--- src/hw/rtl/bpcq_pkg.sv ---
// ----------------------------------------------------------------------------
// bpcq_pkg
// Shared types and constants for the button pair combo qualifier.
// ----------------------------------------------------------------------------
package bpcq_pkg;

    localparam int BTN_W      = 6;
    localparam int PAIR_W     = 15;
    localparam int PAIR_IDX_W = 4;
    localparam int CNT_W      = 8;
    localparam int CFG_IDX_W  = 1;
    localparam int CFG_DATA_W = 8;

    localparam logic [CFG_IDX_W-1:0] CFG_PAIR_WAIT = 1'b0;
    localparam logic [CFG_IDX_W-1:0] CFG_TAP_HOLD  = 1'b1;

    localparam logic [CNT_W-1:0] PAIR_WAIT_RST = 8'd200;
    localparam logic [CNT_W-1:0] TAP_HOLD_RST  = 8'd50;

    typedef struct packed {
        logic [BTN_W-1:0]  buttons;
        logic              layer_changed;
        logic [PAIR_W-1:0] pair_enable;
        logic              qualify_enable;
    } t_in_item;

    typedef struct packed {
        logic [BTN_W-1:0]  buttons_out;
        logic [PAIR_W-1:0] combo_out;
        logic              changed;
    } t_out_item;

endpackage

--- src/hw/rtl/bpcq_scan.sv ---
// ----------------------------------------------------------------------------
// bpcq_scan
// Per-scan update: hold and tap counters, pair combo check and report.
// ----------------------------------------------------------------------------
module bpcq_scan #(
    parameter int NUM_BUTTONS = 6
) (
    input  bpcq_pkg::t_in_item                    i_item,
    input  logic [bpcq_pkg::CNT_W-1:0]            i_pair_wait,
    input  logic [bpcq_pkg::CNT_W-1:0]            i_tap_hold,
    input  logic [bpcq_pkg::CNT_W-1:0]            i_hold [NUM_BUTTONS],
    input  logic [bpcq_pkg::CNT_W-1:0]            i_tap  [NUM_BUTTONS],
    input  logic [bpcq_pkg::PAIR_W-1:0]           i_pair_mask,
    input  logic [bpcq_pkg::PAIR_W-1:0]           i_prev_combo,
    input  logic [bpcq_pkg::BTN_W-1:0]            i_prev_buttons,
    output logic [bpcq_pkg::CNT_W-1:0]            o_hold [NUM_BUTTONS],
    output logic [bpcq_pkg::CNT_W-1:0]            o_tap  [NUM_BUTTONS],
    output logic [bpcq_pkg::PAIR_W-1:0]           o_pair_mask,
    output bpcq_pkg::t_out_item                   o_result
);

    logic [bpcq_pkg::BTN_W+NUM_BUTTONS-1:0] raw_x;
    logic [bpcq_pkg::BTN_W+NUM_BUTTONS-1:0] rep_x;
    logic [NUM_BUTTONS-1:0]                 pressed;
    logic [NUM_BUTTONS-1:0]                 member;
    logic [NUM_BUTTONS-1:0]                 forced;
    logic [NUM_BUTTONS-1:0]                 supp;
    logic [NUM_BUTTONS-1:0]                 report;
    logic [bpcq_pkg::PAIR_W-1:0]            pair_m;
    logic [bpcq_pkg::PAIR_W-1:0]            combo;
    logic [bpcq_pkg::BTN_W-1:0]             bout;

    assign raw_x   = {{NUM_BUTTONS{1'b0}}, i_item.buttons};
    assign pressed = raw_x[NUM_BUTTONS-1:0];
    assign pair_m  = i_item.layer_changed ? i_item.pair_enable : i_pair_mask;

    always_comb begin
        int unsigned idx;
        member = '0;
        forced = '0;
        supp   = '0;
        combo  = '0;
        idx    = 0;
        for (int a = 0; a < NUM_BUTTONS; a++) begin
            for (int b = a + 1; b < NUM_BUTTONS; b++) begin
                if (idx < bpcq_pkg::PAIR_W) begin
                    if (pair_m[idx[bpcq_pkg::PAIR_IDX_W-1:0]]) begin
                        member[a] = 1'b1;
                        member[b] = 1'b1;
                        if (i_item.qualify_enable) begin
                            if (pressed[a] && pressed[b]) begin
                                combo[idx[bpcq_pkg::PAIR_IDX_W-1:0]] = 1'b1;
                                forced[a] = 1'b1;
                                forced[b] = 1'b1;
                                supp[a]   = 1'b1;
                                supp[b]   = 1'b1;
                            end else if (i_prev_combo[idx[bpcq_pkg::PAIR_IDX_W-1:0]] &&
                                         (pressed[a] || pressed[b])) begin
                                combo[idx[bpcq_pkg::PAIR_IDX_W-1:0]] = 1'b1;
                                supp[a] = 1'b1;
                                supp[b] = 1'b1;
                            end
                        end
                    end
                end
                idx = idx + 1;
            end
        end
    end

    always_comb begin
        logic [bpcq_pkg::CNT_W-1:0] hl;
        logic [bpcq_pkg::CNT_W-1:0] h;
        logic [bpcq_pkg::CNT_W-1:0] t;
        logic                       r;
        for (int a = 0; a < NUM_BUTTONS; a++) begin
            hl = i_hold[a];
            r  = pressed[a];
            if (i_item.layer_changed && (i_hold[a] > 8'd1)) begin
                r  = 1'b1;
                hl = '0;
            end
            h = hl;
            t = i_tap[a];
            if (i_item.qualify_enable) begin
                if (member[a]) begin
                    if (pressed[a]) begin
                        if (hl != 8'd1) begin
                            r = 1'b0;
                            if (hl == 8'd0) begin
                                h = i_pair_wait;
                                t = '0;
                            end else begin
                                h = hl - 8'd1;
                            end
                        end
                    end else begin
                        if (hl > 8'd1) begin
                            t = i_tap_hold;
                        end
                        h = '0;
                    end
                end
                if (forced[a]) begin
                    h = 8'd1;
                end
                if (supp[a]) begin
                    r = 1'b0;
                end
                if (t != 8'd0) begin
                    t = t - 8'd1;
                    r = 1'b1;
                end
            end
            o_hold[a] = h;
            o_tap[a]  = t;
            report[a] = r;
        end
    end

    assign rep_x       = {{bpcq_pkg::BTN_W{1'b0}}, report};
    assign bout        = rep_x[bpcq_pkg::BTN_W-1:0];
    assign o_pair_mask = pair_m;

    assign o_result.buttons_out = bout;
    assign o_result.combo_out   = combo;
    assign o_result.changed     = (bout != i_prev_buttons) || (combo != i_prev_combo);

endmodule

--- src/hw/rtl/button_pair_combo_qualifier.sv ---
// ----------------------------------------------------------------------------
// button_pair_combo_qualifier
// Qualifies button scans into single-button reports and pair combo bits.
// ----------------------------------------------------------------------------
// Path: an accepted item is held in the input register, and the scan update
//   carries it into the result register once that register can advance.
// Throughput: one item per cycle while i_out_ready does not stall the output.
// Reset: synchronous, active low; clears counters, pair mask, previous
//   outputs and valid flags; the pair wait term returns to 200 and the tap
//   term to 50.
module button_pair_combo_qualifier #(
    parameter int NUM_BUTTONS = 6
) (
    input  logic                                 i_clk,
    input  logic                                 i_rst_n,
    input  logic                                 i_in_valid,
    output logic                                 o_in_ready,
    input  bpcq_pkg::t_in_item                   i_in_item,
    output logic                                 o_out_valid,
    input  logic                                 i_out_ready,
    output bpcq_pkg::t_out_item                  o_out_item,
    input  logic                                 i_cfg_we,
    input  logic [bpcq_pkg::CFG_IDX_W-1:0]       i_cfg_idx,
    input  logic [bpcq_pkg::CFG_DATA_W-1:0]      i_cfg_data
);

    logic [bpcq_pkg::CNT_W-1:0]  r_pair_wait;
    logic [bpcq_pkg::CNT_W-1:0]  r_tap_hold;
    logic                        r_in_valid;
    bpcq_pkg::t_in_item          r_in_item;
    logic                        r_out_valid;
    bpcq_pkg::t_out_item         r_out_item;
    logic [bpcq_pkg::CNT_W-1:0]  r_hold [NUM_BUTTONS];
    logic [bpcq_pkg::CNT_W-1:0]  r_tap  [NUM_BUTTONS];
    logic [bpcq_pkg::PAIR_W-1:0] r_pair_mask;
    logic [bpcq_pkg::PAIR_W-1:0] r_prev_combo;
    logic [bpcq_pkg::BTN_W-1:0]  r_prev_buttons;

    logic [bpcq_pkg::CNT_W-1:0]  n_hold [NUM_BUTTONS];
    logic [bpcq_pkg::CNT_W-1:0]  n_tap  [NUM_BUTTONS];
    logic [bpcq_pkg::PAIR_W-1:0] n_pair_mask;
    bpcq_pkg::t_out_item         n_result;

    logic advance;
    logic fire;

    assign advance     = !r_out_valid || i_out_ready;
    assign fire        = r_in_valid && advance;
    assign o_in_ready  = !r_in_valid || advance;
    assign o_out_valid = r_out_valid;
    assign o_out_item  = r_out_item;

    bpcq_scan #(
        .NUM_BUTTONS (NUM_BUTTONS)
    ) u_scan (
        .i_item         (r_in_item),
        .i_pair_wait    (r_pair_wait),
        .i_tap_hold     (r_tap_hold),
        .i_hold         (r_hold),
        .i_tap          (r_tap),
        .i_pair_mask    (r_pair_mask),
        .i_prev_combo   (r_prev_combo),
        .i_prev_buttons (r_prev_buttons),
        .o_hold         (n_hold),
        .o_tap          (n_tap),
        .o_pair_mask    (n_pair_mask),
        .o_result       (n_result)
    );

    always_ff @(posedge i_clk) begin
        if (!i_rst_n) begin
            r_pair_wait <= bpcq_pkg::PAIR_WAIT_RST;
            r_tap_hold  <= bpcq_pkg::TAP_HOLD_RST;
        end else if (i_cfg_we) begin
            unique case (i_cfg_idx)
                bpcq_pkg::CFG_PAIR_WAIT: r_pair_wait <= i_cfg_data;
                bpcq_pkg::CFG_TAP_HOLD:  r_tap_hold  <= i_cfg_data;
                default: ;
            endcase
        end
    end

    always_ff @(posedge i_clk) begin
        if (!i_rst_n) begin
            r_in_valid <= 1'b0;
        end else if (o_in_ready) begin
            r_in_valid <= i_in_valid;
        end
        if (o_in_ready && i_in_valid) begin
            r_in_item <= i_in_item;
        end
    end

    always_ff @(posedge i_clk) begin
        if (!i_rst_n) begin
            r_out_valid <= 1'b0;
        end else if (advance) begin
            r_out_valid <= r_in_valid;
        end
        if (fire) begin
            r_out_item <= n_result;
        end
    end

    always_ff @(posedge i_clk) begin
        if (!i_rst_n) begin
            for (int a = 0; a < NUM_BUTTONS; a++) begin
                r_hold[a] <= '0;
                r_tap[a]  <= '0;
            end
            r_pair_mask    <= '0;
            r_prev_combo   <= '0;
            r_prev_buttons <= '0;
        end else if (fire) begin
            r_hold         <= n_hold;
            r_tap          <= n_tap;
            r_pair_mask    <= n_pair_mask;
            r_prev_combo   <= n_result.combo_out;
            r_prev_buttons <= n_result.buttons_out;
        end
    end

    a_bypass_no_combo: assert property (@(posedge i_clk) disable iff (!i_rst_n)
        fire && !r_in_item.qualify_enable |=> o_out_item.combo_out == '0)
        else $error("combo reported while qualification bypassed");

    a_prev_tracks_out: assert property (@(posedge i_clk) disable iff (!i_rst_n)
        fire |=> (r_prev_buttons == o_out_item.buttons_out) &&
                 (r_prev_combo == o_out_item.combo_out))
        else $error("previous-scan state out of step with result");

    a_ready_when_empty: assert property (@(posedge i_clk) disable iff (!i_rst_n)
        !o_out_valid |-> o_in_ready)
        else $error("input stalled with empty result register");

endmodule

--- config.mk ---
export PLATFORM = sky130hd
export DESIGN_NAME = button_pair_combo_qualifier
export DESIGN_NICKNAME = d
export VERILOG_FILES = /design/src/hw/rtl/bpcq_pkg.sv /design/src/hw/rtl/bpcq_scan.sv /design/src/hw/rtl/button_pair_combo_qualifier.sv
export SDC_FILE = /design/constraint.sdc
export NUM_CORES = 1
export LEC_CHECK = 0
export ABC_AREA = 1
export CORE_MARGIN = 2
export CORE_UTILIZATION = 60
export DETAILED_ROUTE_END_ITERATION = 10
export DONT_BUFFER_PORTS = 1
export PLACE_DENSITY = 0.76
export SLEW_MARGIN = 10
export SYNTH_ARGS = -nofsm -noshare
export SYNTH_HDL_FRONTEND = slang
export SYNTH_SLANG_ARGS = --single-unit
export TNS_END_PERCENT = 10
--- constraint.sdc ---
create_clock -name i_clk -period 7.4 [get_ports i_clk]
set_clock_uncertainty 0.1 [all_clocks]
set_input_delay 0.74 -clock i_clk [delete_from_list [all_inputs] [get_ports i_clk]]
set_output_delay 0.74 -clock i_clk [all_outputs]
set_load 0.05 [all_outputs]
==> flow_metrics.py <==
metrics = {
    "die": {
        "rows": 54,
        "die_y_um": 154,
        "start_util_pct": 61.5,
        "die_x_um": 154,
        "io_pins": 61,
        "core_area_mm2": 0.0220,
        "die_area_mm2": 0.0237,
    },
    "worst_setup_path": {
        "cp_slowest_stage_delay_ns": 0.99,
        "crit_buf_inv": 5,
        "r2r-end": "o_out_item[0]",
        "crit_arrival_ns": 5.08,
        "crit_path_start_kind": "flop",
        "path_max_fanout": 25,
        "slowest_stage": "edfxtp_1",
        "regToRegSetupSlack_ns": 2.43,
        "r2r_cells": 21,
        "cpMostUsedCell": "nand2_1",
        "critPathKind": "reg -> reg",
        "path_delay_family": "simple AND/OR/NAND/NOR gates",
        "worstReg2RegStart": "r_in_item[16]",
        "cp_num_cells": 21,
        "cp-end-kind": "flop",
        "crit_chain": "buf_4 > inv_2 > nor2_1 > nor2_1 > inv_1 > ha_1 > inv_1 > a21oi_1 > nand2_1 > inv_1 > a21oi_2 > o21a_4 > ha_1 > nand3_1 > nor2_4 > nand4_1 > nand2_1 > nand2_1 > nand3_1 > nor2_1 > nand2_1",
        "required_ns": 7.52,
    },
    "synth": {
        "yosysSeqAreaShare_pct": 32.2,
        "syn-num-nets": 2069,
        "synth-async-reset-ratio_pct": 0,
        "syn_inst": 2008,
        "synth_ff_type": "dfxtp_1",
        "ys_seq_elements": 195,
        "synth_area_per_cell_um2": 6.73,
        "synth_edf_count": 45,
        "ys_warn_count": 0,
        "syn_area_mm2": 0.0135,
        "synth.distinct_cells": 62,
    },
    "sta": {
        "fmax_ghz": 0.201,
        "whs_ns": 0.272,
        "fin_crit_sh_pct": 67.1,
        "worstMarginPinSlew_ns": 1.14,
        "layout_min_cycle_time_ns": 4.97,
        "max-slew-margin-rel_pct": 23.8,
        "rsz0062_at_grt": "no",
        "slew_viol_final": 0,
        "finalHoldViolCount": 0,
        "finalSetupTns_ns": 0,
        "setup_viol": 0,
    },
    "drt": {
        "via_per_inst": 6.11,
        "vias": 13800,
        "drtPass1Iterations": 6,
        "routedWlPerCell_um": 18.6,
        "dr.first_iter.drc_count": 1482,
        "wl_um": 42100,
        "ant_nets": 0,
        "route.detailed.drc": 0,
    },
    "clock_tree": {
        "cts_tree": "built",
        "path_clk_slew_ns": 0.08,
        "post_cts_buffers": 0,
        "cts_root_buf": "clkbuf_16",
        "cts-htree-levels": 4,
        "clk_path_buf_depth": 2,
        "cts_sinks": 195,
        "cts_buffers": 17,
        "insertion_delay_ns": 0.46,
        "cts_hold_buf": 0,
        "cts-resized-gates": 0,
    },
    "pwr": {
        "total_leakage_power_uw": 0.00632,
        "ir_drop_mv": 0.217,
        "power.total_uw": 3360,
        "p_per_area_mw_per_mm2": 236,
    },
    "placement": {
        "port_buffers": 0,
        "dp_hpwl_um": 29500,
        "routabilityCongestion": 1.01,
    },
    "run": {
        "maxCapViolCount": 0,
    },
    "global_route": {
        "antenna_found_initial": 0,
        "grt_first_pass_wirelength_um": 66500,
        "grtUsageTotal_pct": 35.5,
        "grt_pass1_vias": 12600,
        "overflow": 0,
        "grt_max_degree": 114,
    },
    "final_layout": {
        "antennaDiodeCount": 0,
        "fillers": 2013,
        "layout_common_cells": "nand2_1 (474), inv_1 (238), o21ai_0 (177), a21oi_1 (172), dfxtp_1 (150)",
        "nNetsFinal": 2029,
        "final_common_cell": "nand2_1",
        "final_util_pct": 64.8,
        "area_growth_pct": 5.43,
        "drive_gt1_share_pct": 9.04,
    },
    "worst_hold_path": {
        "holdPathEnd": "r_in_item[4]",
        "worstHoldStart": "i_in_item[4]",
        "hold_path_class": "in -> reg",
        "hold_depth": 0,
    },
    "outcome": {
        "status": "completed",
    },
}
## power breakdown
part           internal [µW]  total [µW]  switching (µW)
clock network            454         948             493
logic                    374        1150             779
registers               1170        1260            93.3
## worst max path at each step
stage | startpoint | endpoint | slack, ns
after floorplan | r_in_item[16] | o_out_item[0] | 3.73
after global placement | r_in_item[16] | o_out_item[0] | 2.62
after detailed placement | r_in_item[16] | o_out_item[0] | 2.51
after CTS | r_in_item[16] | o_out_item[0] | 2.50
after global routing | r_in_item[16] | o_out_item[0] | 1.98
final | r_in_item[16] | o_out_item[0] | 2.43
## cell type report
type	instances	area (µm²)	area share (%)
clock inverters	15	164	1.15
flip-flops and latches	195	4350	30.6
repair buffers	15	113	0.791
clock buffers	17	425	2.99
well taps	280	350	2.46
multi-input cells	1476	7840	55.1
inverters	263	990	6.95
## state kept, by name, indices dropped and copies added, names as in the netlist
name	cells
r_prev_buttons	6
o_out_item	22
o_out_valid	1
r_tap	48
r_tap_hold	8
r_in_item	23
r_pair_wait	8
r_prev_combo	15
r_hold	48
r_pair_mask	15
r_in_valid	1
## Yosys cell counts (all sizes together) (2+ instances only)
cell type / n / area, µm²
nand2: 493 / 1930
inv: 260 / 976
o21ai: 210 / 1130
nor2: 178 / 836
a21oi: 176 / 896
dfxtp: 150 / 3000
nand3: 150 / 871
clkbuf: 58 / 218
edfxtp: 45 / 1350
nand4: 35 / 240
o211ai: 35 / 278
xor2: 34 / 298
a31oi: 25 / 156
nor3: 25 / 146
ha: 24 / 300
buf: 16 / 104
xnor2: 15 / 131
o22ai: 11 / 68.8
o2111ai: 10 / 87.6
a211oi: 7 / 52.6
o221ai: 7 / 61.3
o31ai: 7 / 81.3
nand3b: 6 / 45.0
nor4: 5 / 43.8
or2: 5 / 31.3
a22oi: 3 / 27.5
clkinv: 3 / 11.3
o21a: 3 / 30.0
a221oi: 2 / 17.5
a32o: 2 / 20.0
and3: 2 / 12.5
## cells by family after synthesis
logic type / count (synthesis) / synth area share, %
AO/OA/AOI/OAI: 502 / 21.8
XOR/XNOR: 49 / 3.18
adder cells (fa/ha/maj): 24 / 2.22
buffers and inverters: 337 / 9.69
flip-flops: 195 / 32.2
AND/OR/NAND/NOR: 901 / 30.8
## routing by layer
metal  vias up  part of all wire, %  GRT usage (%)
li1       6666                    -              -
met1      6315                   42           47.6
met2       705                   44           55.8
met3       127                   10           6.85
met4         0                  4.1           16.0
met5         -                    0              0
## stage by stage
| stage | instances | instance area, µm² | setup slack [ns] |
|---|---|---|---|
| 2_1_floorplan | 2008 | 13500 | 3.73 |
| 6_report | 2261 | 14200 | 2.43 |
| 3_5_place_dp | 2229 | 13600 | 2.51 |
| 4_1_cts | 2261 | 14200 | 2.50 |
| 5_1_grt | 2261 | 14200 | 1.98 |
| 3_3_place_gp | 2229 | 13600 | 2.62 |
No activity file was read; power rests on OpenSTA's default activity.
